## config.mk

```make
export PLATFORM = sky130hd
export DESIGN_NAME = velocity_key_scanner
export DESIGN_NICKNAME = d
export VERILOG_FILES = /design/src/vks_pkg.sv /design/src/vks_press_mem.sv /design/src/vks_code_lut.sv /design/src/vks_scan_ctrl.sv /design/src/velocity_key_scanner.sv
export VERILOG_INCLUDE_DIRS = /design/src /design/src/src
export SDC_FILE = /design/constraint.sdc
export NUM_CORES = 2
export LEC_CHECK = 0
export BUFFER_PORTS_ARGS = -buffer_cell sky130_fd_sc_hd__buf_2
export CAP_MARGIN = 0
export CORE_MARGIN = 2
export CORE_UTILIZATION = 40
export DETAILED_ROUTE_END_ITERATION = 10
export PLACE_DENSITY = 0.67
export SLEW_MARGIN = 20
export SYNTH_ARGS = -nofsm -noshare
export SYNTH_HDL_FRONTEND = slang
export SYNTH_SLANG_ARGS = --single-unit
```

## constraint.sdc

```tcl
create_clock -name clk -period 6.9 [get_ports clk]
set_clock_uncertainty 0.2 [all_clocks]
set_input_delay 0.69 -clock clk [delete_from_list [all_inputs] [get_ports clk]]
set_output_delay 0.69 -clock clk [all_outputs]
set_load 0.01 [all_outputs]
```

## src/velocity_key_scanner_macros.svh

```systemverilog
// Assertion macros shared by the velocity key scanner RTL.
`ifndef VELOCITY_KEY_SCANNER_MACROS_SVH
`define VELOCITY_KEY_SCANNER_MACROS_SVH

// Same-cycle implication, disabled while reset is asserted.
`define VKS_ASSERT_NOW(label, clk, rst_n, ante, cons) \
    label: assert property (@(posedge clk) disable iff (!rst_n) (ante) |-> (cons)) \
        else $error("velocity_key_scanner: same-cycle check failed");

// Next-cycle implication, disabled while reset is asserted.
`define VKS_ASSERT_NEXT(label, clk, rst_n, ante, cons) \
    label: assert property (@(posedge clk) disable iff (!rst_n) (ante) |=> (cons)) \
        else $error("velocity_key_scanner: next-cycle check failed");

`endif

```

## src/vks_pkg.sv

```systemverilog
// Types, constants and code tables for the velocity key scanner.
package vks_pkg;

    // Field widths
    localparam int SCAN_W = 40;
    localparam int TIME_W = 32;
    localparam int CODE_W = 12;
    localparam int NOTE_W = 7;
    localparam int OCT_W  = 2;

    // Keyboard geometry
    localparam int ROW_STRIDE  = 8;
    localparam int ROWS_DEF    = 8;
    localparam int COLUMNS_DEF = 5;

    // Octave codes
    localparam logic [OCT_W-1:0] OCT_DOWN = 2'd0;
    localparam logic [OCT_W-1:0] OCT_MID  = 2'd1;
    localparam logic [OCT_W-1:0] OCT_UP   = 2'd2;
    localparam logic [NOTE_W-1:0] KEYS_PER_OCTAVE = 7'd12;

    // Pitch and velocity scaling
    localparam int PITCH_STEP = 85;
    localparam int CODE_MAX   = 4095;
    localparam int FULL_SCALE = 5000;
    localparam int VEL_LIMIT  = 500;
    localparam int VEL_OFFSET = 502;
    localparam int VEL_FACTOR = 8;
    localparam int VEL_SHIFT  = 3;      // log2 of VEL_FACTOR
    localparam int VEL_IDX_W  = 6;
    localparam int VEL_STEPS  = 64;
    localparam int NOTE_STEPS = 128;
    // First elapsed count whose scaled value reaches the limit
    localparam logic [VEL_IDX_W-1:0] VEL_SAT_IDX = 6'd63;

    typedef logic [CODE_W-1:0] vel_lut_t  [VEL_STEPS];
    typedef logic [CODE_W-1:0] note_lut_t [NOTE_STEPS];

    // One scan as taken from the input channel
    typedef struct packed {
        logic [SCAN_W-1:0] break_bits;
        logic [SCAN_W-1:0] make_bits;
        logic              octave_down;
        logic              octave_up;
        logic [TIME_W-1:0] now_ms;
        logic              env_active;
    } scan_item_t;

    // One result item
    typedef struct packed {
        logic              gate;
        logic [CODE_W-1:0] key_cv;
        logic [CODE_W-1:0] velocity;
        logic              new_note;
        logic              retrigger;
    } note_item_t;

    // Velocity code per elapsed count; the last entry covers the saturated limit
    function automatic vel_lut_t build_vel_lut();
        vel_lut_t lut;
        int       q;
        for (int i = 0; i < VEL_STEPS; i++) begin
            if (i < VEL_STEPS - 1) begin
                q = ((VEL_OFFSET - VEL_FACTOR * i) * CODE_MAX) / VEL_LIMIT;
            end else begin
                q = ((VEL_OFFSET - VEL_LIMIT) * CODE_MAX) / VEL_LIMIT;
            end
            if (q > CODE_MAX) begin
                q = CODE_MAX;
            end
            lut[i] = CODE_W'(q);
        end
        return lut;
    endfunction

    // Pitch code per note number, where pitch = 85 * note number
    function automatic note_lut_t build_note_lut();
        note_lut_t lut;
        int        q;
        for (int i = 0; i < NOTE_STEPS; i++) begin
            q = (PITCH_STEP * i * CODE_MAX) / FULL_SCALE;
            if (q > CODE_MAX) begin
                q = CODE_MAX;
            end
            lut[i] = CODE_W'(q);
        end
        return lut;
    endfunction

    // Bits of the scan word that belong to scanned rows and columns
    function automatic logic [SCAN_W-1:0] scan_mask(int rows, int cols);
        logic [SCAN_W-1:0] m;
        for (int s = 0; s < SCAN_W; s++) begin
            m[s] = ((s % ROW_STRIDE) < rows) && ((s / ROW_STRIDE) < cols);
        end
        return m;
    endfunction

    localparam vel_lut_t  VEL_LUT  = build_vel_lut();
    localparam note_lut_t NOTE_LUT = build_note_lut();

endpackage

```

## src/vks_press_mem.sv

```systemverilog
// Press-time memory: one write port, one registered read port, per-entry valid bits.
module vks_press_mem
    import vks_pkg::*;
#(
    parameter int DEPTH = 40,
    parameter int IDX_W = 6
)
(
    input  logic              clk,
    input  logic              rst_n,
    input  logic              wr_en,
    input  logic [IDX_W-1:0]  wr_addr,
    input  logic [TIME_W-1:0] wr_data,
    input  logic              rd_en,
    input  logic [IDX_W-1:0]  rd_addr,
    output logic [TIME_W-1:0] rd_data
);

    logic [TIME_W-1:0] mem_array [DEPTH];
    logic [DEPTH-1:0]  valid_reg;
    logic [TIME_W-1:0] rd_data_reg;
    logic              rd_valid_reg;

    // Write and read the storage array
    always_ff @(posedge clk)
    begin
        if (wr_en)
        begin
            mem_array[wr_addr] <= wr_data;
        end
        if (rd_en)
        begin
            rd_data_reg <= mem_array[rd_addr];
        end
    end

    // Track written entries; unwritten ones read as zero
    always_ff @(posedge clk or negedge rst_n)
    begin
        if (!rst_n)
        begin
            valid_reg    <= '0;
            rd_valid_reg <= 1'b0;
        end
        else
        begin
            if (wr_en)
            begin
                valid_reg[wr_addr] <= 1'b1;
            end
            if (rd_en)
            begin
                rd_valid_reg <= valid_reg[rd_addr];
            end
        end
    end

    assign rd_data = rd_valid_reg ? rd_data_reg : '0;

endmodule

```

## src/vks_code_lut.sv

```systemverilog
// Pitch and velocity code lookup from note number and elapsed press time.
module vks_code_lut
    import vks_pkg::*;
(
    input  logic [NOTE_W-1:0] note_num,
    input  logic [TIME_W-1:0] elapsed,
    output logic [CODE_W-1:0] key_cv,
    output logic [CODE_W-1:0] velocity
);

    logic                 vel_sat;
    logic [VEL_IDX_W-1:0] vel_idx;

    // Saturate once eight times the elapsed count, mod 2^32, reaches the limit
    assign vel_sat = (elapsed[TIME_W-VEL_SHIFT-1:VEL_IDX_W] != '0)
                  || (elapsed[VEL_IDX_W-1:0] == VEL_SAT_IDX);
    assign vel_idx = vel_sat ? VEL_SAT_IDX : elapsed[VEL_IDX_W-1:0];

    assign velocity = VEL_LUT[vel_idx];
    assign key_cv   = NOTE_LUT[note_num];

endmodule

```

## src/vks_scan_ctrl.sv

```systemverilog
// Scan sequencer: walks the press-time memory, picks the note, posts one result per scan.
module vks_scan_ctrl
    import vks_pkg::*;
#(
    parameter int ROWS    = ROWS_DEF,
    parameter int COLUMNS = COLUMNS_DEF,
    parameter int DEPTH   = 40,
    parameter int IDX_W   = 6
)
(
    input  logic       clk,
    input  logic       rst_n,
    input  logic       scan_valid,
    output logic       scan_ready,
    input  scan_item_t scan,
    output logic       res_valid,
    input  logic       res_ready,
    output note_item_t res
);

    localparam logic [SCAN_W-1:0] FULL_MASK = scan_mask(ROWS, COLUMNS);
    localparam logic [DEPTH-1:0]  KEY_MASK  = FULL_MASK[DEPTH-1:0];
    localparam logic [IDX_W-1:0]  LAST_IDX  = IDX_W'(DEPTH - 1);

    localparam logic [2:0] ST_IDLE  = 3'd0;
    localparam logic [2:0] ST_WALK  = 3'd1;
    localparam logic [2:0] ST_CHECK = 3'd2;
    localparam logic [2:0] ST_CALC  = 3'd3;
    localparam logic [2:0] ST_POST  = 3'd4;

    logic [2:0]        state_reg;
    logic [2:0]        state_next;
    logic [IDX_W-1:0]  cnt_reg;
    logic [DEPTH-1:0]  brk_reg;
    logic [DEPTH-1:0]  mk_reg;
    logic [DEPTH-1:0]  prev_reg;
    logic [OCT_W-1:0]  oct_reg;
    logic [TIME_W-1:0] now_reg;
    logic              env_reg;
    logic              found_reg;
    logic [IDX_W-1:0]  sel_reg;
    logic [NOTE_W-1:0] last_note_reg;
    logic [CODE_W-1:0] pitch_code_reg;
    logic [CODE_W-1:0] vel_code_reg;
    logic              gate_reg;
    logic              new_note_reg;
    logic              retrig_reg;

    logic              rising;
    logic [NOTE_W-1:0] oct_offset;
    logic [NOTE_W-1:0] note_num;
    logic              wr_en;
    logic [IDX_W-1:0]  wr_addr;
    logic [TIME_W-1:0] wr_data;
    logic              rd_en;
    logic [TIME_W-1:0] rd_data;
    logic [TIME_W-1:0] elapsed;
    logic [CODE_W-1:0] key_cv;
    logic [CODE_W-1:0] velocity;

    // Break contact that closed since the last scan
    assign rising = brk_reg[cnt_reg] & ~prev_reg[cnt_reg];

    // Note number: key (1-based) plus twelve per octave
    always_comb
    begin
        unique case (oct_reg)
            OCT_DOWN: oct_offset = '0;
            OCT_MID:  oct_offset = KEYS_PER_OCTAVE;
            OCT_UP:   oct_offset = KEYS_PER_OCTAVE + KEYS_PER_OCTAVE;
            default:  oct_offset = '0;
        endcase
    end
    assign note_num = NOTE_W'(sel_reg) + NOTE_W'(1) + oct_offset;

    // Memory access: store press times while walking, clear the played key after use
    always_comb
    begin
        wr_en   = 1'b0;
        wr_addr = cnt_reg;
        wr_data = now_reg;
        if (state_reg == ST_WALK)
        begin
            wr_en = rising;
        end
        else if (state_reg == ST_CALC)
        begin
            wr_en   = 1'b1;
            wr_addr = sel_reg;
            wr_data = '0;
        end
    end
    assign rd_en = (state_reg == ST_CHECK) && found_reg && (note_num != last_note_reg);

    vks_press_mem #(
        .DEPTH (DEPTH),
        .IDX_W (IDX_W)
    ) u_press_mem (
        .clk     (clk),
        .rst_n   (rst_n),
        .wr_en   (wr_en),
        .wr_addr (wr_addr),
        .wr_data (wr_data),
        .rd_en   (rd_en),
        .rd_addr (sel_reg),
        .rd_data (rd_data)
    );

    assign elapsed = now_reg - rd_data;

    vks_code_lut u_code_lut (
        .note_num (note_num),
        .elapsed  (elapsed),
        .key_cv   (key_cv),
        .velocity (velocity)
    );

    // Sequence one scan
    always_comb
    begin
        state_next = state_reg;
        unique case (state_reg)
            ST_IDLE:  if (scan_valid) state_next = ST_WALK;
            ST_WALK:  if (cnt_reg == LAST_IDX) state_next = ST_CHECK;
            ST_CHECK: state_next = rd_en ? ST_CALC : ST_POST;
            ST_CALC:  state_next = ST_POST;
            ST_POST:  if (res_ready) state_next = ST_IDLE;
            default:  state_next = ST_IDLE;
        endcase
    end

    // Hold scan data, walk keys, update the held note
    always_ff @(posedge clk or negedge rst_n)
    begin
        if (!rst_n)
        begin
            state_reg      <= ST_IDLE;
            cnt_reg        <= '0;
            brk_reg        <= '0;
            mk_reg         <= '0;
            prev_reg       <= '0;
            oct_reg        <= OCT_MID;
            now_reg        <= '0;
            env_reg        <= 1'b0;
            found_reg      <= 1'b0;
            sel_reg        <= '0;
            last_note_reg  <= '0;
            pitch_code_reg <= '0;
            vel_code_reg   <= '0;
            gate_reg       <= 1'b0;
            new_note_reg   <= 1'b0;
            retrig_reg     <= 1'b0;
        end
        else
        begin
            state_reg <= state_next;
            case (state_reg)
                ST_IDLE:
                begin
                    if (scan_valid)
                    begin
                        brk_reg   <= scan.break_bits[DEPTH-1:0] & KEY_MASK;
                        mk_reg    <= scan.make_bits[DEPTH-1:0] & KEY_MASK;
                        oct_reg   <= scan.octave_down ? OCT_DOWN
                                   : (scan.octave_up ? OCT_UP : OCT_MID);
                        now_reg   <= scan.now_ms;
                        env_reg   <= scan.env_active;
                        cnt_reg   <= '0;
                        found_reg <= 1'b0;
                    end
                end
                ST_WALK:
                begin
                    if (!found_reg && mk_reg[cnt_reg])
                    begin
                        found_reg <= 1'b1;
                        sel_reg   <= cnt_reg;
                    end
                    if (cnt_reg == LAST_IDX)
                    begin
                        prev_reg <= brk_reg;
                    end
                    else
                    begin
                        cnt_reg <= cnt_reg + IDX_W'(1);
                    end
                end
                ST_CHECK:
                begin
                    gate_reg     <= found_reg;
                    new_note_reg <= 1'b0;
                    retrig_reg   <= 1'b0;
                end
                ST_CALC:
                begin
                    last_note_reg  <= note_num;
                    pitch_code_reg <= key_cv;
                    vel_code_reg   <= velocity;
                    new_note_reg   <= 1'b1;
                    retrig_reg     <= env_reg;
                end
                default:
                begin
                end
            endcase
        end
    end

    assign scan_ready    = (state_reg == ST_IDLE);
    assign res_valid     = (state_reg == ST_POST);
    assign res.gate      = gate_reg;
    assign res.key_cv    = pitch_code_reg;
    assign res.velocity  = vel_code_reg;
    assign res.new_note  = new_note_reg;
    assign res.retrigger = retrig_reg;

endmodule

```

## src/velocity_key_scanner.sv

```systemverilog
// Velocity key scanner top level: stream ports, output register, checks.
//
// Usage: each item on the s_axis channel is one full scan of a dual-contact
// keyboard (break and make contacts, octave switches, millisecond time and an
// envelope flag). For each scan exactly one item leaves on the m_axis channel
// with the gate, the held pitch and velocity codes and the note flags.
// Flow: after acceptance a scan walks the press-time memory, one key entry per
// cycle through its single write port, then the note is checked, new codes
// are computed when a new note is posted, and the result is posted to the
// output register. One scan is worked on at a time; s_axis_tready is high
// only between scans, so a new scan is not taken before the last one has
// been posted.
// Reset: all press times read as zero (per-entry valid bits, no clearing
// pass), previous contacts, last note and held codes are cleared.
// Stall: the output register holds its item while m_axis_tready is low; the
// next scan is still accepted and worked on, and waits for the register.
module velocity_key_scanner
    import vks_pkg::*;
#(
    parameter int ROWS    = ROWS_DEF,
    parameter int COLUMNS = COLUMNS_DEF
)
(
    input  logic         clk,
    input  logic         rst_n,
    input  logic         s_axis_tvalid,
    output logic         s_axis_tready,
    // break_bits[39:0], make_bits[79:40], octave_down[80], octave_up[81],
    // now_ms[113:82], env_active[114], zero[119:115]
    input  logic [119:0] s_axis_tdata,
    output logic         m_axis_tvalid,
    input  logic         m_axis_tready,
    // gate[0], key_cv[12:1], velocity[24:13], new_note[25], retrigger[26],
    // zero[31:27]
    output logic [31:0]  m_axis_tdata
);

`include "velocity_key_scanner_macros.svh"

    localparam int DEPTH = (COLUMNS - 1) * ROW_STRIDE + ROWS;
    localparam int IDX_W = (DEPTH > 1) ? $clog2(DEPTH) : 1;

    scan_item_t scan;
    note_item_t res;
    note_item_t out_reg;
    logic       res_valid;
    logic       res_ready;
    logic       out_valid_reg;

    // Unpack the scan item
    assign scan.break_bits  = s_axis_tdata[39:0];
    assign scan.make_bits   = s_axis_tdata[79:40];
    assign scan.octave_down = s_axis_tdata[80];
    assign scan.octave_up   = s_axis_tdata[81];
    assign scan.now_ms      = s_axis_tdata[113:82];
    assign scan.env_active  = s_axis_tdata[114];

    vks_scan_ctrl #(
        .ROWS    (ROWS),
        .COLUMNS (COLUMNS),
        .DEPTH   (DEPTH),
        .IDX_W   (IDX_W)
    ) u_scan_ctrl (
        .clk        (clk),
        .rst_n      (rst_n),
        .scan_valid (s_axis_tvalid),
        .scan_ready (s_axis_tready),
        .scan       (scan),
        .res_valid  (res_valid),
        .res_ready  (res_ready),
        .res        (res)
    );

    // Load the output register when it is empty or being drained
    assign res_ready = !out_valid_reg || m_axis_tready;

    always_ff @(posedge clk or negedge rst_n)
    begin
        if (!rst_n)
        begin
            out_valid_reg <= 1'b0;
        end
        else if (res_valid && res_ready)
        begin
            out_valid_reg <= 1'b1;
        end
        else if (m_axis_tready)
        begin
            out_valid_reg <= 1'b0;
        end
    end

    always_ff @(posedge clk)
    begin
        if (res_valid && res_ready)
        begin
            out_reg <= res;
        end
    end

    assign m_axis_tvalid = out_valid_reg;
    assign m_axis_tdata  = {5'b0, out_reg.retrigger, out_reg.new_note,
                            out_reg.velocity, out_reg.key_cv, out_reg.gate};

    // Checks
    `VKS_ASSERT_NEXT(a_busy_after_accept, clk, rst_n, s_axis_tvalid && s_axis_tready, !s_axis_tready)
    `VKS_ASSERT_NEXT(a_result_loaded, clk, rst_n, res_valid && res_ready, m_axis_tvalid)
    `VKS_ASSERT_NOW(a_note_needs_gate, clk, rst_n, m_axis_tvalid && !m_axis_tdata[0], !m_axis_tdata[25])
    `VKS_ASSERT_NOW(a_retrig_needs_note, clk, rst_n, m_axis_tvalid && !m_axis_tdata[25], !m_axis_tdata[26])

endmodule

```

# Word level (Yosys, flattened, before mapping)
# Memory sizes are Yosys's and may differ from the RTL's. A register that Yosys moved wholly into a read port is not among the register bits.
# Cells that the tools add are included.
[word_totals]
reg_bits = 250
ram_bits = 1280
rom_bits = 2304
in_bits = 124
out_inout_bits = 34
memories = 3
[op_classes]
addsub = 4
n_lt_le_gt_ge = 4
eq_ne = 14
muxes = 38
bitwise = 5
reduce_logical = 22
[mem_list]
columns = ["name", "depth", "width", "read_ports", "rd_ports_with_merged_regs", "wr", "line_no", "source"]
rows = [
  ["(no name shown)", 128, 12, 1, 1, 0, "vks_code_lut.sv:20", "assign key_cv = NOTE_LUT[note_num];"],
  ["u_scan_ctrl.u_press_mem.mem_array", 40, 32, 1, 1, 1, "vks_press_mem.sv:19", "logic [TIME_W-1:0] mem_array [DEPTH];"],
  ["(no name shown)", 64, 12, 1, 1, 0, "vks_code_lut.sv:19", "assign velocity = VEL_LUT[vel_idx];"],
]
[ops]
columns = ["operator", "count"]
rows = [
  ["two-way mux 32 bit", 2],
  ["bitwise OR 40 bit", 1],
  ["two-way mux 6 bit", 5],
  ["two-way mux 29 bit", 1],
  ["subtractor 29 bit", 1],
  ["binary-select mux 1 bit (select 6 bit)", 4],
  ["nonzero test 23 bit", 1],
  ["< comparator 6 x 7 -> 1 bit, second input constant", 3],
  ["one-hot mux 3 bit (5 select lines)", 1],
  ["two-way mux 1 bit", 13],
  ["equality test 6 bit, second input constant", 2],
  ["two-way mux 3 bit", 4],
  ["one-hot mux 6 bit (2 select lines)", 1],
  ["one-hot mux 5 bit (2 select lines)", 1],
  ["AND reduction 3 bit", 3],
  ["!= test 2 bit, second input constant", 4],
  ["NOT 7 -> 8 bit", 1],
  ["adder 6 x 1 -> 7 bit, second input constant", 1],
  ["adder 7 x 5 -> 7 bit", 1],
  ["!= test 7 bit", 1],
  ["NOT 6 -> 7 bit", 1],
  ["adder 6 x 1 -> 6 bit, second input constant", 1],
  ["demux 1 bit (select 6 bit)", 1],
  ["equality test 3 x 2 -> 1 bit, second input constant", 2],
  ["16 further kinds", 31],
]

# Depth between registers and ports, before layout
[logic_depth]
depth_word = 8
ltp_mapped = 25

# Hierarchy
# Synthesis repeated with hierarchy kept, for this count alone.
[unflattened]
cells_unflattened = 3983
area_unflattened_um2 = 66194.7
[modules_own_cells]
columns = ["mod", "n_inst", "cells_each", "area_each_um2"]
rows = [
  ["vks_press_mem", 1, 2473, 52108.7],
  ["vks_scan_ctrl", 1, 1130, 11071.9],
  ["vks_code_lut", 1, 343, 2108.3],
  ["velocity_key_scanner", 1, 37, 905.9],
]

# Worst setup path after synthesis
# Ideal clock, no wire load.
[synth_path]
kind = "register to register"
startpoint = "reg u_scan_ctrl.u_press_mem.rd_valid_reg"
endpoint = "reg u_scan_ctrl.vel_code_reg[1]"
setup_time_ns = 0.126
t_arrival_ns = 4.867
path_slack_ns = 1.707
path_stages_with_launch = 23
path_buffers = 5
synth_period_minus_slack_ns = 5.193
cell_sequence = "dfrtp_1 > clkbuf_1 > buf_1 > nand2_1 > ha_1 > clkbuf_1 > a21oi_1 > nand2_1 > o21a_1 > o21ai_0 > mux2_2 > a2111oi_4 > o2111ai_1 > or3_1 > buf_2 > buf_6 > nor2_1 > ha_1 > a21oi_1 > a311oi_1 > o21ai_0 > a21oi_1 > a221o_1"
[synth_via]
elab_chain_len = 6
word_cells_on_any_way = 7
[synth_rtl]
columns = ["element", "line_no", "source"]
rows = [
  ["start, declared", "vks_press_mem.sv:22", "logic rd_valid_reg;"],
  ["start signal, assigned", "vks_press_mem.sv:53", "rd_valid_reg <= valid_reg[rd_addr];"],
  ["two-way mux 29 bit *", "vks_press_mem.sv:58", "assign rd_data = rd_valid_reg ? rd_data_reg : '0;"],
  ["subtractor 29 bit *", "vks_scan_ctrl.sv:109", "assign elapsed = now_reg - rd_data;"],
  ["nonzero test 23 bit / equality test 6 bit (equally long branches)", "vks_code_lut.sv:15, vks_code_lut.sv:16", ""],
  ["logical OR 1 bit", "vks_code_lut.sv:16", "|| (elapsed[VEL_IDX_W-1:0] == VEL_SAT_IDX);"],
  ["two-way mux 6 bit *", "vks_code_lut.sv:17", "assign vel_idx = vel_sat ? VEL_SAT_IDX : elapsed[VEL_IDX_W-1:0];"],
  ["NOT 6 -> 7 bit (implied by the code) *", "vks_code_lut.sv:19", ""],
  ["end, declared", "vks_scan_ctrl.sv:44", "logic [CODE_W-1:0] vel_code_reg;"],
]
# Every way passes the cells marked *; elsewhere a longest branch is shown, timed or not.
# A chain may end at the register's enable or synchronous reset.

# Worst setup path after layout
[layout_path]
startpoint = "reg u_scan_ctrl.u_press_mem.rd_valid_reg"
endpoint = "reg u_scan_ctrl.vel_code_reg[6]"
# Same word-level chain as after synthesis.

==> results.md <==
* Multi-input logic area at 17300 sq um
* Status: finished, final reports clean
* Total GRT Usage at 0.185
* Cell area after synthesis at 60500 sq um
* DP Cell Count at 5552
* Layout area overhead at 16.1%
* Global-route wire length before repair at 213 mm
* Post-Layout Cell Count at 5932
* Die height at 393 um
* Remaining DRCs at 0
* Total power at 20000 uW
* Io pins at 158
* Max-slew violation count at 0
* Max reg flops at 1160
* Tmin final at 6.03 ns
* # setup viols final at 0
* Peak Freq at 0.166 GHz
* Storage element area at 42600 sq um
* Initial antenna violation count at 2
* Pre-antenna DRT Iters at 6
* Max Fanout on Critical Path at 24
* RSZ-0062 raised after global routing: false
* Syn Area/Cell at 17.4 sq um
* Placer Congestion at 0.853
* Avg WL per Cell at 24.0 um
* Post-DP HPWL at 83.0 mm
* Gr ovfl total at 0
* Fillers at 12481
* H-tree levels at 4
* Vias per inst at 5.56
* WHS at 0.0984 ns
* Detail Route Antenna Nets at 0
* Ys flop type: edfxtp_1
* Clock Root Buffer: clkbuf_16
* Number of max-cap violations at 0
* Final hold violation count at 0
* Crit path DAT at 6.56 ns
* Post-CTS sizing at 0
* Biggest register: u_scan_ctrl.u_press_mem.mem_array
* Iter 0 DRT Violations at 3247
* Worst slew pin tran at 0.995 ns
* Pin count of the biggest net entering global routing at 125
* Cell area power density at 285 nW/um^2
* Vias in the first global route at 32828
* Clock Latency Late Sink at 0.78 ns
* Sequential fraction of the synthesis area at 0.704
* Ys async rst share at 0.167
* Cell Area, Placed at 64300 sq um
* Layout cells sized above 1 at 0.261
* Post-Syn Instances at 3486
* Design area at 70300 sq um
* Post-synth EDFFs at 1216
* Detailed Route WL at 143 mm
* CTS Sinks at 1460
* Worst VDD drop at 205 uV
* IO Port Bufs at 144
* # Post-CTS Setup Buffers at 0
* Die X at 393 um
* Clock transition at path regs at 0.07 ns
* Final nets at 3974
* P_leak at 0.0231 uW
* Slew margin rel. at 0.337
* DR vias at 32996
* Worst endpoint required time at 7.43 ns
* HP Class: in2reg
* Flops & latches, synth at 1460
* Core area at 150000 sq um
* Ys Warns at 0
* Cell variety after synth at 75
* Kind of start point of the critical path: register
* CTS tree: done
* Clock buffer count from CTS at 148
* R2R Setup Slk at 0.87 ns
* CP Capture Type: register
* Bufs on Longest Clock Path at 3
* Row cnt at 142
* Initial core utilization at 0.403
* Setup TNS at 0 ns
* Die footprint at 154000 sq um
* WS Path Type: reg2reg
* Fin crit share at 0.875
synthesized netlist by cell type, types with 14 or more instances:
| library cell | number | share of area |
|---|---|---|
| a211oi_1 | 36 | 0.0045 |
| a21oi_1 | 110 | 0.0091 |
| a31oi_1 | 21 | 0.0022 |
| and2_1 | 33 | 0.0034 |
| buf_1 | 33 | 0.0020 |
| buf_2 | 14 | 0.0012 |
| clkbuf_1 | 158 | 0.0098 |
| dfrtp_1 | 243 | 0.10 |
| edfxtp_1 | 1216 | 0.60 |
| ha_1 | 52 | 0.011 |
| inv_1 | 31 | 0.0019 |
| mux2_2 | 48 | 0.0089 |
| mux2i_1 | 45 | 0.0074 |
| mux4_2 | 398 | 0.15 |
| nand2_1 | 484 | 0.030 |
| nand3_1 | 22 | 0.0018 |
| nor2_1 | 129 | 0.0080 |
| nor2b_1 | 35 | 0.0036 |
| nor3_1 | 27 | 0.0022 |
| o211ai_1 | 18 | 0.0022 |
| o21ai_0 | 89 | 0.0074 |
| or2_2 | 46 | 0.0048 |
| xnor2_1 | 22 | 0.0032 |
metrics by stage:
step | utilization | setup slack (ns)
after floorplan | - | 1.71
after global placement | 0.428 | 0.886
after detailed placement | 0.428 | 0.897
after CTS | 0.468 | 0.886
after global routing | 0.468 | 0.383
final | 0.468 | 0.865
report_power, final:
group          switching [uW]  total (uW)  internal [uW]
clock                    3390        8010           4630
combinational            1230        2000            773
sequential                129        9990           9860
layout by cell type, fill, tap and decap left out, types with 7 or more instances in the layout:
| cell | netlist | routed |
|---|---|---|
| mux2i_1 | 45 | 45 |
| nand3_1 | 22 | 22 |
| a21o_1 | 9 | 9 |
| nor3_1 | 27 | 27 |
| buf_2 | 14 | 143 |
| nand2_1 | 484 | 482 |
| clkbuf_16 | 0 | 152 |
| buf_4 | 5 | 105 |
| edfxtp_1 | 1216 | 1216 |
| clkinv_1 | 1 | 18 |
| inv_1 | 31 | 31 |
| xor2_1 | 11 | 10 |
| nor2b_1 | 35 | 35 |
| and2_1 | 33 | 30 |
| o21ai_0 | 89 | 89 |
| o211ai_1 | 18 | 18 |
| or3_1 | 9 | 9 |
| ha_1 | 52 | 52 |
| o311ai_0 | 7 | 7 |
| mux4_2 | 398 | 398 |
| a31oi_1 | 21 | 21 |
| clkinv_2 | 0 | 24 |
| mux2_2 | 48 | 48 |
| bufinv_16 | 0 | 13 |
| nand4_1 | 13 | 13 |
| nand2b_1 | 13 | 13 |
| dfrtp_1 | 243 | 236 |
| or2_2 | 46 | 46 |
| clkbuf_1 | 158 | 46 |
| nor2_1 | 129 | 86 |
| xnor2_1 | 22 | 21 |
| a21oi_1 | 110 | 110 |
| a2111oi_0 | 7 | 7 |
| a211oi_1 | 36 | 36 |
| dlygate4sd3_1 | 0 | 111 |
| nor2_4 | 0 | 41 |
logic make-up (layout without fill, tap and decap cells):
family,after synthesis,in the layout,share of synthesized area
AOI/OAI and AO/OA,369,369,0.0392
DFF,1460,1460,0.704
adders and majority gates,53,53,0.0111
other,1,6,0.0000619
muxes,491,491,0.164
buffers and inverters,244,669,0.0159
xor gates and xnor gates,33,33,0.00477
and+or+nand+nor,835,835,0.0604
critical path, stage by stage (launching register included):
cell and delay (ns):
dfrtp_1 0.90, and2_1 0.24, ha_1 0.19, fa_1 0.26, nand2b_1 0.17, a21oi_1 0.10, o21a_1 0.25, o211a_1 0.29
o21ai_0 0.46, mux2i_1 0.15, nor4_1 0.66, or3_1 0.57, nor2_1 0.19, inv_1 0.15, ha_1 0.23, a21oi_1 0.08
a2111oi_0 0.41, a21oi_1 0.06, or3_1 0.32, nand4_1 0.09
timing repair:
action                                 in CTS  in global routing
endpoints found under the hold margin     230                  0
setup endpoints to repair                   0                  0
hold buffers                              111                  0
final cells by class:
class                   instances  area share
flip-flops and latches       1460       0.607
multi-input cells            1786       0.246
clock buffers                 203      0.0576
repair buffers                369      0.0401
well taps                    2016      0.0359
clock inverters                65      0.0113
inverters                      32     0.00171
diodes                          1   0.0000356
per-layer routing:
metal | up-vias | wire [um] | GRT usage
met4 | 0 | 2580 | 0.0454
met3 | 188 | 9480 | 0.0298
li1 | 14302 | - | -
met2 | 1166 | 69600 | 0.299
met1 | 17340 | 60900 | 0.263
met5 | - | 0 | 0
worst paths after layout:
check	cells after the start	end	startpoint
max	19	u_scan_ctrl.vel_code_reg[6]	u_scan_ctrl.u_press_mem.rd_valid_reg
min	3	m_axis_tvalid	m_axis_tready
max reg2reg	19	u_scan_ctrl.vel_code_reg[6]	u_scan_ctrl.u_press_mem.rd_valid_reg
min reg2reg	0	m_axis_tdata[4]	u_scan_ctrl.pitch_code_reg[3]
max in group asynchronous	3	u_scan_ctrl.sel_reg[2]	rst_n
min in group asynchronous	2	u_scan_ctrl.brk_reg[16]	rst_n
Note: power is estimated with default switching activity, not from simulation.
